`src/rtl/core/todc_pkg.sv`:
```
// todc_pkg: command codes, pipeline payload types and constants
// for the time-of-day counter core; no dependencies
package todc_pkg;

  localparam int unsigned HOUR_SECONDS   = 3600;
  localparam int unsigned MINUTE_SECONDS = 60;
  localparam int unsigned HOURS_PER_DAY  = 24;
  localparam int unsigned MAX_MINUTE     = 59;
  localparam int unsigned MAX_HOUR       = 23;
  localparam int signed   DIFF_LIMIT     = 86399;

  // 86400 = 128 * 675; 2^12 mod 675 = 46; 280 * 675 keeps the fold positive
  localparam int unsigned MOD_BASE       = 675;
  localparam int unsigned FOLD_WEIGHT    = 46;
  localparam int unsigned FOLD_OFFSET    = 189000;

  // reciprocal multipliers, each rounded down
  localparam int unsigned RECIP_675      = 97;    // 2^16 / 675
  localparam int unsigned RECIP_225      = 1165;  // 2^18 / 225
  localparam int unsigned RECIP_15       = 4369;  // 2^16 / 15

  typedef enum logic [2:0] {
    CMD_TICK_UP  = 3'd0,
    CMD_TICK_DN  = 3'd1,
    CMD_SET      = 3'd2,
    CMD_NORM_SET = 3'd3,
    CMD_SHIFT    = 3'd4,
    CMD_DIFF     = 3'd5
  } cmd_t;

  typedef struct packed {
    cmd_t        cmd;
    logic [15:0] hours;
    logic [15:0] minutes;
    logic [15:0] seconds;
    logic [31:0] shift;
  } in_t;

  typedef struct packed {
    cmd_t        cmd;
    logic        set_ok;
    logic [4:0]  set_h;
    logic [5:0]  set_m;
    logic [5:0]  set_s;
    logic [27:0] given;
    logic [31:0] tval;
    logic [18:0] vfold;
    logic [6:0]  lo7;
    logic [13:0] wfold;
    logic [3:0]  q675;
    logic [16:0] tmod;
    logic [4:0]  hq;
    logic [11:0] rem;
    logic [5:0]  mq;
    logic [4:0]  dh;
    logic [5:0]  dm;
    logic [5:0]  ds;
  } pipe_t;

endpackage

```
`src/rtl/core/time_of_day_counter_core.sv`:
```
// time_of_day_counter_core: hh:mm:ss time-of-day counter with tick, set,
// shift and difference commands; depends on todc_pkg
//
// usage:
//   input channel in_*: one command per transfer (cmd, hours/minutes/seconds,
//   shift amount). result channel out_*: one result per command with the
//   time after the command, the strict-set error flag and the difference.
//   a result reaches the output register through the input register and
//   each payload stage. throughput: one command per cycle while out_stall is low.
//   the pipeline depth comes from the chain that reduces a signed total modulo one
//   day and splits it into hours, minutes and seconds (fold, reciprocal
//   multiply and correct, one step per stage); none of it depends on the
//   stored time. the stored time is read and written only in the last stage,
//   a single-cycle loop, so back-to-back commands see each other's effect.
//   reset (rst_n low, synchronous) sets the time to 00:00:00 and empties the
//   pipeline. when the receiver stalls, the output register holds its result,
//   bubbles in the pipeline are squeezed out, and in_stall rises only once
//   every stage is full.
module time_of_day_counter_core
  import todc_pkg::*;
(
  input  logic        clk,
  input  logic        rst_n,
  input  logic        in_valid,
  output logic        in_stall,
  input  logic [2:0]  in_cmd,
  input  logic [15:0] in_hours_in,
  input  logic [15:0] in_minutes_in,
  input  logic [15:0] in_seconds_in,
  input  logic [31:0] in_shift_amount,
  output logic        out_valid,
  input  logic        out_stall,
  output logic [4:0]  out_hours_out,
  output logic [5:0]  out_minutes_out,
  output logic [5:0]  out_seconds_out,
  output logic        out_invalid_time,
  output logic [17:0] out_diff_seconds
);

  localparam int NST = 11;

  logic [NST-1:0] vld_r;
  logic [NST-1:0] rdy;
  in_t            in_r;
  pipe_t          st_r   [1:NST-2];
  pipe_t          st_nxt [1:NST-2];

  logic [4:0]  hour_r, hour_nxt;
  logic [5:0]  minute_r, minute_nxt;
  logic [5:0]  second_r, second_nxt;
  logic        invalid_nxt;
  logic [17:0] diff_nxt;
  logic [4:0]  out_h_r;
  logic [5:0]  out_m_r;
  logic [5:0]  out_s_r;
  logic        out_inv_r;
  logic [17:0] out_diff_r;
  logic        load_final;

  // ready chain, last stage first
  always_comb begin
    rdy[NST-1] = !vld_r[NST-1] || !out_stall;
    for (int k = NST - 2; k >= 0; k--) begin
      rdy[k] = !vld_r[k] || rdy[k+1];
    end
  end

  assign in_stall   = !rdy[0];
  assign load_final = rdy[NST-1] && vld_r[NST-2];

  always_ff @(posedge clk) begin
    if (!rst_n) begin
      vld_r <= '0;
    end else begin
      if (rdy[0]) begin
        vld_r[0] <= in_valid;
      end
      for (int k = 1; k < NST; k++) begin
        if (rdy[k]) begin
          vld_r[k] <= vld_r[k-1];
        end
      end
    end
  end

  // state-independent stages
  always_comb begin
    logic signed [27:0] giv;
    logic signed [31:0] tv;
    logic signed [24:0] q;
    logic signed [19:0] vs;
    logic [13:0]        r0;
    logic [16:0]        h0;
    logic [11:0]        s0;

    // stage 1: range check, signed total, operand select
    st_nxt[1]        = '0;
    st_nxt[1].cmd    = in_r.cmd;
    st_nxt[1].set_ok = ($signed(in_r.hours) >= 16'sd0)
                    && ($signed(in_r.hours) <= 16'(MAX_HOUR))
                    && ($signed(in_r.minutes) >= 16'sd0)
                    && ($signed(in_r.minutes) <= 16'(MAX_MINUTE))
                    && ($signed(in_r.seconds) >= 16'sd0)
                    && ($signed(in_r.seconds) <= 16'(MAX_MINUTE));
    st_nxt[1].set_h  = in_r.hours[4:0];
    st_nxt[1].set_m  = in_r.minutes[5:0];
    st_nxt[1].set_s  = in_r.seconds[5:0];
    giv = 28'($signed(in_r.hours)) * 28'(HOUR_SECONDS)
        + 28'($signed(in_r.minutes)) * 28'(MINUTE_SECONDS)
        + 28'($signed(in_r.seconds));
    st_nxt[1].given  = giv;
    st_nxt[1].tval   = (in_r.cmd == CMD_NORM_SET) ? 32'(giv) : in_r.shift;

    // stage 2: split off 7 low bits, fold upper part mod 675
    st_nxt[2]       = st_r[1];
    tv              = $signed(st_r[1].tval);
    q               = 25'(tv >>> 7);
    vs              = 20'($signed(q[24:12])) * 20'(FOLD_WEIGHT)
                    + 20'({8'b0, q[11:0]}) + 20'(FOLD_OFFSET);
    st_nxt[2].vfold = vs[18:0];
    st_nxt[2].lo7   = st_r[1].tval[6:0];

    // stage 3: second fold
    st_nxt[3]       = st_r[2];
    st_nxt[3].wfold = 14'(st_r[2].vfold[18:12]) * 14'(FOLD_WEIGHT)
                    + 14'(st_r[2].vfold[11:0]);

    // stage 4: quotient estimate by 675
    st_nxt[4]      = st_r[3];
    st_nxt[4].q675 = 4'((22'(st_r[3].wfold) * 22'(RECIP_675)) >> 16);

    // stage 5: remainder with one correction, rebuild value mod one day
    st_nxt[5]      = st_r[4];
    r0             = st_r[4].wfold - 14'(st_r[4].q675) * 14'(MOD_BASE);
    if (r0 >= 14'(MOD_BASE)) begin
      r0 = r0 - 14'(MOD_BASE);
    end
    st_nxt[5].tmod = {r0[9:0], st_r[4].lo7};

    // stage 6: hour estimate
    st_nxt[6]    = st_r[5];
    st_nxt[6].hq = 5'((24'(st_r[5].tmod[16:4]) * 24'(RECIP_225)) >> 18);

    // stage 7: hour correction, seconds within the hour
    st_nxt[7] = st_r[6];
    h0        = st_r[6].tmod - 17'(st_r[6].hq) * 17'(HOUR_SECONDS);
    if (h0 >= 17'(HOUR_SECONDS)) begin
      h0           = h0 - 17'(HOUR_SECONDS);
      st_nxt[7].hq = st_r[6].hq + 5'd1;
    end
    st_nxt[7].rem = h0[11:0];

    // stage 8: minute estimate
    st_nxt[8]    = st_r[7];
    st_nxt[8].mq = 6'((23'(st_r[7].rem[11:2]) * 23'(RECIP_15)) >> 16);

    // stage 9: minute correction, hms delta
    st_nxt[9]    = st_r[8];
    st_nxt[9].dh = st_r[8].hq;
    st_nxt[9].dm = st_r[8].mq;
    s0           = st_r[8].rem - 12'(st_r[8].mq) * 12'(MINUTE_SECONDS);
    if (s0 >= 12'(MINUTE_SECONDS)) begin
      s0           = s0 - 12'(MINUTE_SECONDS);
      st_nxt[9].dm = st_r[8].mq + 6'd1;
    end
    st_nxt[9].ds = s0[5:0];
  end

  always_ff @(posedge clk) begin
    if (rdy[0]) begin
      in_r <= '{cmd: cmd_t'(in_cmd), hours: in_hours_in, minutes: in_minutes_in,
                seconds: in_seconds_in, shift: in_shift_amount};
    end
    for (int k = 1; k <= NST - 2; k++) begin
      if (rdy[k]) begin
        st_r[k] <= st_nxt[k];
      end
    end
  end

  // last stage: time update and result
  always_comb begin
    logic [6:0]         ssum;
    logic [6:0]         msum;
    logic [5:0]         hsum;
    logic               c0;
    logic               c1;
    logic [16:0]        now;
    logic signed [28:0] dfull;

    hour_nxt    = hour_r;
    minute_nxt  = minute_r;
    second_nxt  = second_r;
    invalid_nxt = 1'b0;
    diff_nxt    = '0;
    ssum        = 7'(second_r) + 7'(st_r[NST-2].ds);
    c0          = ssum >= 7'(MINUTE_SECONDS);
    msum        = 7'(minute_r) + 7'(st_r[NST-2].dm) + 7'(c0);
    c1          = msum >= 7'(MINUTE_SECONDS);
    hsum        = 6'(hour_r) + 6'(st_r[NST-2].dh) + 6'(c1);
    now         = 17'(hour_r) * 17'(HOUR_SECONDS) + 17'(minute_r) * 17'(MINUTE_SECONDS)
                + 17'(second_r);
    dfull       = 29'($signed({1'b0, now})) - 29'($signed(st_r[NST-2].given));
    case (st_r[NST-2].cmd)
      CMD_TICK_UP: begin
        if (second_r < 6'(MAX_MINUTE)) begin
          second_nxt = second_r + 6'd1;
        end else begin
          second_nxt = '0;
          if (minute_r < 6'(MAX_MINUTE)) begin
            minute_nxt = minute_r + 6'd1;
          end else begin
            minute_nxt = '0;
            hour_nxt   = (hour_r < 5'(MAX_HOUR)) ? hour_r + 5'd1 : '0;
          end
        end
      end
      CMD_TICK_DN: begin
        if (second_r != '0) begin
          second_nxt = second_r - 6'd1;
        end else begin
          second_nxt = 6'(MAX_MINUTE);
          if (minute_r != '0) begin
            minute_nxt = minute_r - 6'd1;
          end else begin
            minute_nxt = 6'(MAX_MINUTE);
            hour_nxt   = (hour_r != '0) ? hour_r - 5'd1 : 5'(MAX_HOUR);
          end
        end
      end
      CMD_SET: begin
        if (st_r[NST-2].set_ok) begin
          hour_nxt   = st_r[NST-2].set_h;
          minute_nxt = st_r[NST-2].set_m;
          second_nxt = st_r[NST-2].set_s;
        end else begin
          invalid_nxt = 1'b1;
        end
      end
      CMD_NORM_SET: begin
        hour_nxt   = st_r[NST-2].dh;
        minute_nxt = st_r[NST-2].dm;
        second_nxt = st_r[NST-2].ds;
      end
      CMD_SHIFT: begin
        second_nxt = c0 ? 6'(ssum - 7'(MINUTE_SECONDS)) : ssum[5:0];
        minute_nxt = c1 ? 6'(msum - 7'(MINUTE_SECONDS)) : msum[5:0];
        hour_nxt   = (hsum >= 6'(HOURS_PER_DAY)) ? 5'(hsum - 6'(HOURS_PER_DAY)) : hsum[4:0];
      end
      CMD_DIFF: begin
        if (dfull > 29'(DIFF_LIMIT)) begin
          diff_nxt = 18'(DIFF_LIMIT);
        end else if (dfull < -29'(DIFF_LIMIT)) begin
          diff_nxt = -18'(DIFF_LIMIT);
        end else begin
          diff_nxt = dfull[17:0];
        end
      end
      default: begin
        diff_nxt = '0;
      end
    endcase
  end

  always_ff @(posedge clk) begin
    if (!rst_n) begin
      hour_r   <= '0;
      minute_r <= '0;
      second_r <= '0;
    end else if (load_final) begin
      hour_r   <= hour_nxt;
      minute_r <= minute_nxt;
      second_r <= second_nxt;
    end
  end

  always_ff @(posedge clk) begin
    if (rdy[NST-1]) begin
      out_h_r    <= hour_nxt;
      out_m_r    <= minute_nxt;
      out_s_r    <= second_nxt;
      out_inv_r  <= invalid_nxt;
      out_diff_r <= diff_nxt;
    end
  end

  assign out_valid        = vld_r[NST-1];
  assign out_hours_out    = out_h_r;
  assign out_minutes_out  = out_m_r;
  assign out_seconds_out  = out_s_r;
  assign out_invalid_time = out_inv_r;
  assign out_diff_seconds = out_diff_r;

  // stored time stays a legal time of day
  a_time_range: assert property (@(posedge clk) disable iff (!rst_n)
    hour_r <= 5'(MAX_HOUR) && minute_r <= 6'(MAX_MINUTE) && second_r <= 6'(MAX_MINUTE))
    else $error("stored time out of range");

  // time changes only when a result enters the output register
  a_time_hold: assert property (@(posedge clk) disable iff (!rst_n)
    (rst_n && !load_final) |=> ($stable(hour_r) && $stable(minute_r) && $stable(second_r)))
    else $error("time changed without a result");

  // difference saturates to one day less a second
  a_diff_range: assert property (@(posedge clk) disable iff (!rst_n)
    out_valid |-> ($signed(out_diff_seconds) <= 18'(DIFF_LIMIT)
                && $signed(out_diff_seconds) >= -18'(DIFF_LIMIT)))
    else $error("difference out of range");

  // a rejected set carries no difference
  a_inv_nodiff: assert property (@(posedge clk) disable iff (!rst_n)
    (out_valid && out_invalid_time) |-> (out_diff_seconds == '0))
    else $error("rejected set with nonzero difference");

  // input stalls only when the first stage is occupied
  a_stall_full: assert property (@(posedge clk) disable iff (!rst_n)
    in_stall |-> vld_r[0])
    else $error("input stalled with empty first stage");

endmodule
```
`config.mk`:
```
export PLATFORM = sky130hd
export DESIGN_NAME = time_of_day_counter_core
export DESIGN_NICKNAME = d
export VERILOG_FILES = /design/src/rtl/core/todc_pkg.sv /design/src/rtl/core/time_of_day_counter_core.sv
export SDC_FILE = /design/constraint.sdc
export NUM_CORES = 2
export LEC_CHECK = 0
export ABC_CLOCK_PERIOD_IN_PS = 17370
export BUFFER_PORTS_ARGS = -buffer_cell sky130_fd_sc_hd__buf_2
export CAP_MARGIN = 30
export CORE_AREA = 3 3 343 345
export CTS_CLUSTER_DIAMETER = 120
export DETAILED_ROUTE_END_ITERATION = 10
export DIE_AREA = 0 0 346 348
export PLACE_DENSITY_LB_ADDON = 0.15
export SETUP_SLACK_MARGIN = 0.2
export SYNTH_ARGS = -nofsm -noshare
export SYNTH_HDL_FRONTEND = slang
export SYNTH_SLANG_ARGS = --single-unit
```
`constraint.sdc`:
```
create_clock -name clk -period 17.37 [get_ports clk]
set_clock_uncertainty 0.15 [all_clocks]
set_input_delay 4.3425 -clock clk [delete_from_list [all_inputs] [get_ports clk]]
set_output_delay 4.3425 -clock clk [all_outputs]
set_load 0.01 [all_outputs]
```
==> impl_summary.md <==
Clock tree
The root buffer cell is clkbuf_16. For the worst-skew pair, the clock arrives at the later sink with an insertion delay of 640 ps. The clock passes through at most 3 buffers. The number of buffers created by CTS is 83. In this run, post-CTS hold repair placed 0 buffers.

The H-tree depth is 3. The number of buffers inserted by post-CTS setup repair is 0. The clock-pin transition on the worst setup and hold timing paths is 60 ps. The post-cts gate resize count is 0. The number of sinks handled by clock tree synthesis is a little under 800.

TritonCTS built the clock tree.

Synth
The count of synthesis-stage warnings from yosys is 0. In this run the mean area of a mapped cell was 12.6 µm². After synthesis the cells add up to 45,900 µm². The synthesized design contains 742 enable-type register cells. The async set or reset register ratio after synthesis is 0. The count of distinct cell types in the synthesized netlist is 100. The gate count of the mapped netlist is approximately 3,700. The flip-flop cell with the highest count after synthesis is edfxtp_1. The number of nets in the synthesized netlist is 4,518. The number of flip-flops and latches in the synthesized netlist is 770. Of the synthesized area, sequential elements account for 0.497.

Routing
The detailed router put a total of 40,700 µm of wire on met1. Across all layers, the routed design uses between 20,000 and 30,000 vias. The number of antenna-violating nets in the routed design is 0. The highest layer used for signal routing is met4. The routed design has roughly 90,000 µm of wire. The detailed router finished its first iteration with roughly 1,300 violations. The number of detailed-route iterations in the first pass is 8. The total length of routed met3 wires is roughly 3800 µm. The via count normalized by instance count is 4.94. The wire length per cell is 16.6 µm. The detailed-routed wire length on met2 is about 43,000 µm. The count of unresolved DRC violations after routing is 0.

Worst setup path
The worst endpoint required time is 12,880 ps. STA classifies the critical path endpoint as a primary output. The slack of the worst reg-to-reg path is 9360 ps.

The highest-delay cell along the critical path is buf_4. The cell seen most often among critical-path stages is and3_1. The kind of cell with the highest combined delay along the critical path is simple AND/OR/NAND/NOR gates. The critical path goes through buf_2 > and3_1 > inv_2 > buf_4 > nor2_1 > and2_1 > and3_1 > and3_1 > nand2_4 > inv_1 > buf_2.

The startpoint type of the worst setup path is a primary input. The largest single stage delay on the critical path is between 600 and 700 ps. The start-to-end type of the worst setup path is primary input to primary output. Along the worst path, the maximum fanout reaches 65.

The critical path data arrival time is 7080 ps. Together, buffers and inverters on the worst path number 5.

Final layout
The share of cells above drive strength 1 is 0.0881. Compared with the post-synthesis result, the final layout area differs by 11.4%. The number of filler instances in the final layout is 10,600. Measured on the finished design, the core utilization comes to 0.447. The repair_antennas step left the layout with diodes totalling 0. The net count of the finished layout is 4,705.

Floorplanning
The die width is ~350 µm. The die covers approximately 120,000 µm². The initial utilization of the core area, before any placement, comes to 0.401. The number of rows created at floorplan is 124. In this run the vertical extent of the chip is 348 µm. The total area inside the core boundary comes to 115,000 µm². 125 I/O pins were placed.

STA
The top achievable clock speed is 86.4 MHz. The post-route minimum period is 11,580 ps. The number of hold violations in the final report was 0.

Setup repair after global routing left no endpoint under its margin. Setup violations remaining at the end of the flow were counted as 0. The total negative slack is 0 ps. The relative max-transition margin is 0.243.

The post-route fraction of the period consumed by the critical path is 0.667. The slew of the pin with the lowest slew margin is 1120 ps. The final count of pins violating max slew is 0.

Worst hold path
The worst hold path belongs to the class flip-flop to flip-flop.

GRT
Entering global routing, the biggest net connects 76 pins. The via count of the first global-routing pass is 27,300. The overall routing resource usage is 0.152. The first global-routing pass estimated 147,000 µm of wire. Summed over all layers, the global routing overflow is 0. The initial antenna violation count is 5.

Flow run
The number of maximum-capacitance violations is 0.

Placement
Detailed placement finished with a half-perimeter wire length of ~70,000 µm. The placer congestion estimate is ~0.88. The total of buffers placed on input and output ports is between 100 and 150.

Status
The flow ran to the end, and the final reports show no timing, DRC or antenna violations.
-- final timing paths --
kind,startpoint,endpoint,depth (start not counted)
worst max-delay path,out_stall,in_stall,11
worst min-delay path,st_r[0][1603],st_r[0][1785],0
worst max register to register,minute_r[0],out_diff_seconds[6],28
worst min register to register,st_r[0][1603],st_r[0][1785],0
-- flip-flops by register name, indices dropped and copies added (netlist names) --
register	count
out_invalid_time	1
out_hours_out	5
out_diff_seconds	18
vld_r	11
out_minutes_out	6
second_r	6
in_r	83
hour_r	5
minute_r	6
out_seconds_out	6
st_r	623
-- per-stage QoR --
step | hold WS (ps) | setup WS, ps | instance area [µm²] | std cells
5_1_grt | 258 | 5530 | 51200 | 5415
2_1_floorplan | 250 | 4040 | 45900 | 3654
4_1_cts | 245 | 5710 | 51100 | 5412
3_5_place_dp | 255 | 5720 | 48500 | 5265
3_3_place_gp | 251 | 5770 | 48500 | 5265
6_report | 252 | 5790 | 51200 | 5415
-- cell families after synthesis --
family                     count (synthesis)  synth area share
adders and majority gates                777             0.242
DFF                                      770             0.497
AOI/OAI and AO/OA                        654            0.0958
and+or+nand+nor                          642            0.0687
buffers and inverters                    549            0.0454
xor gates and xnor gates                 239            0.0456
muxes                                     23           0.00534
-- synthesized netlist by cell type (all sizes together) (11+ instances only) --
cell type	count	area, µm²
edfxtp	742	22300
ha	591	7390
inv	506	1900
nand2	190	716
fa	186	3720
a21oi	180	916
xnor2	171	1500
nor2	142	533
o21ai	126	661
xor2	68	596
nor3	58	307
nand3	56	280
a21o	53	407
o21a	45	338
nor2b	37	231
o21bai	35	263
clkbuf	34	128
a211oi	33	268
dfxtp	28	561
nand4	22	138
or2	22	140
nand2b	19	119
a21boi	18	139
and2	18	113
a31oi	17	113
and3	17	106
a31o	16	140
o211ai	14	105
nor3b	13	97.6
or3	13	81.3
mux2	12	135
mux2i	11	110
-- per-layer routing --
metal | track usage | vias up
li1 | - | 13400
met1 | 0.201 | 12700
met2 | 0.262 | 463
met3 | 0.0206 | 128
met4 | 0.0445 | 0
met5 | 0 | -
-- area by class of cell --
cell class	count	area [µm²]	share of cell area
Tap cell	1512	1890	0.0370
Timing Repair Buffer	145	838	0.0164
Clock buffer	98	2140	0.0419
Sequential cell	770	22800	0.446
Multi-Input combinational cell	2335	21100	0.412
Inverter	506	1900	0.0371
Clock inverter	49	507	0.00990
-- cells in the final DEF (no fill, tap or decap), types with 18 or more instances in the layout --
cell type  netlist  final
a211oi_1        29     29
o21a_1          45     45
xnor2_1        171    171
fa_1           186    186
xor2_1          68     68
dfxtp_1         28     28
ha_1           591    591
a21oi_1        178    178
nand3_1         56     55
inv_1          503    498
a21o_1          51     51
nor2_1         142    141
o21bai_1        35     35
o21ai_0        112    112
nand2b_1        19     19
nand4_1         22     22
buf_4            1     18
nor3_1          56     56
or2_2           19     19
edfxtp_1       742    742
and2_1          18     18
clkbuf_16        0     83
nand2_1        189    184
nor2b_1         37     37
buf_2            4    124
Power is not shown: default switching activity piles up to over one toggle a cycle in this logic, so the estimate is an artifact.
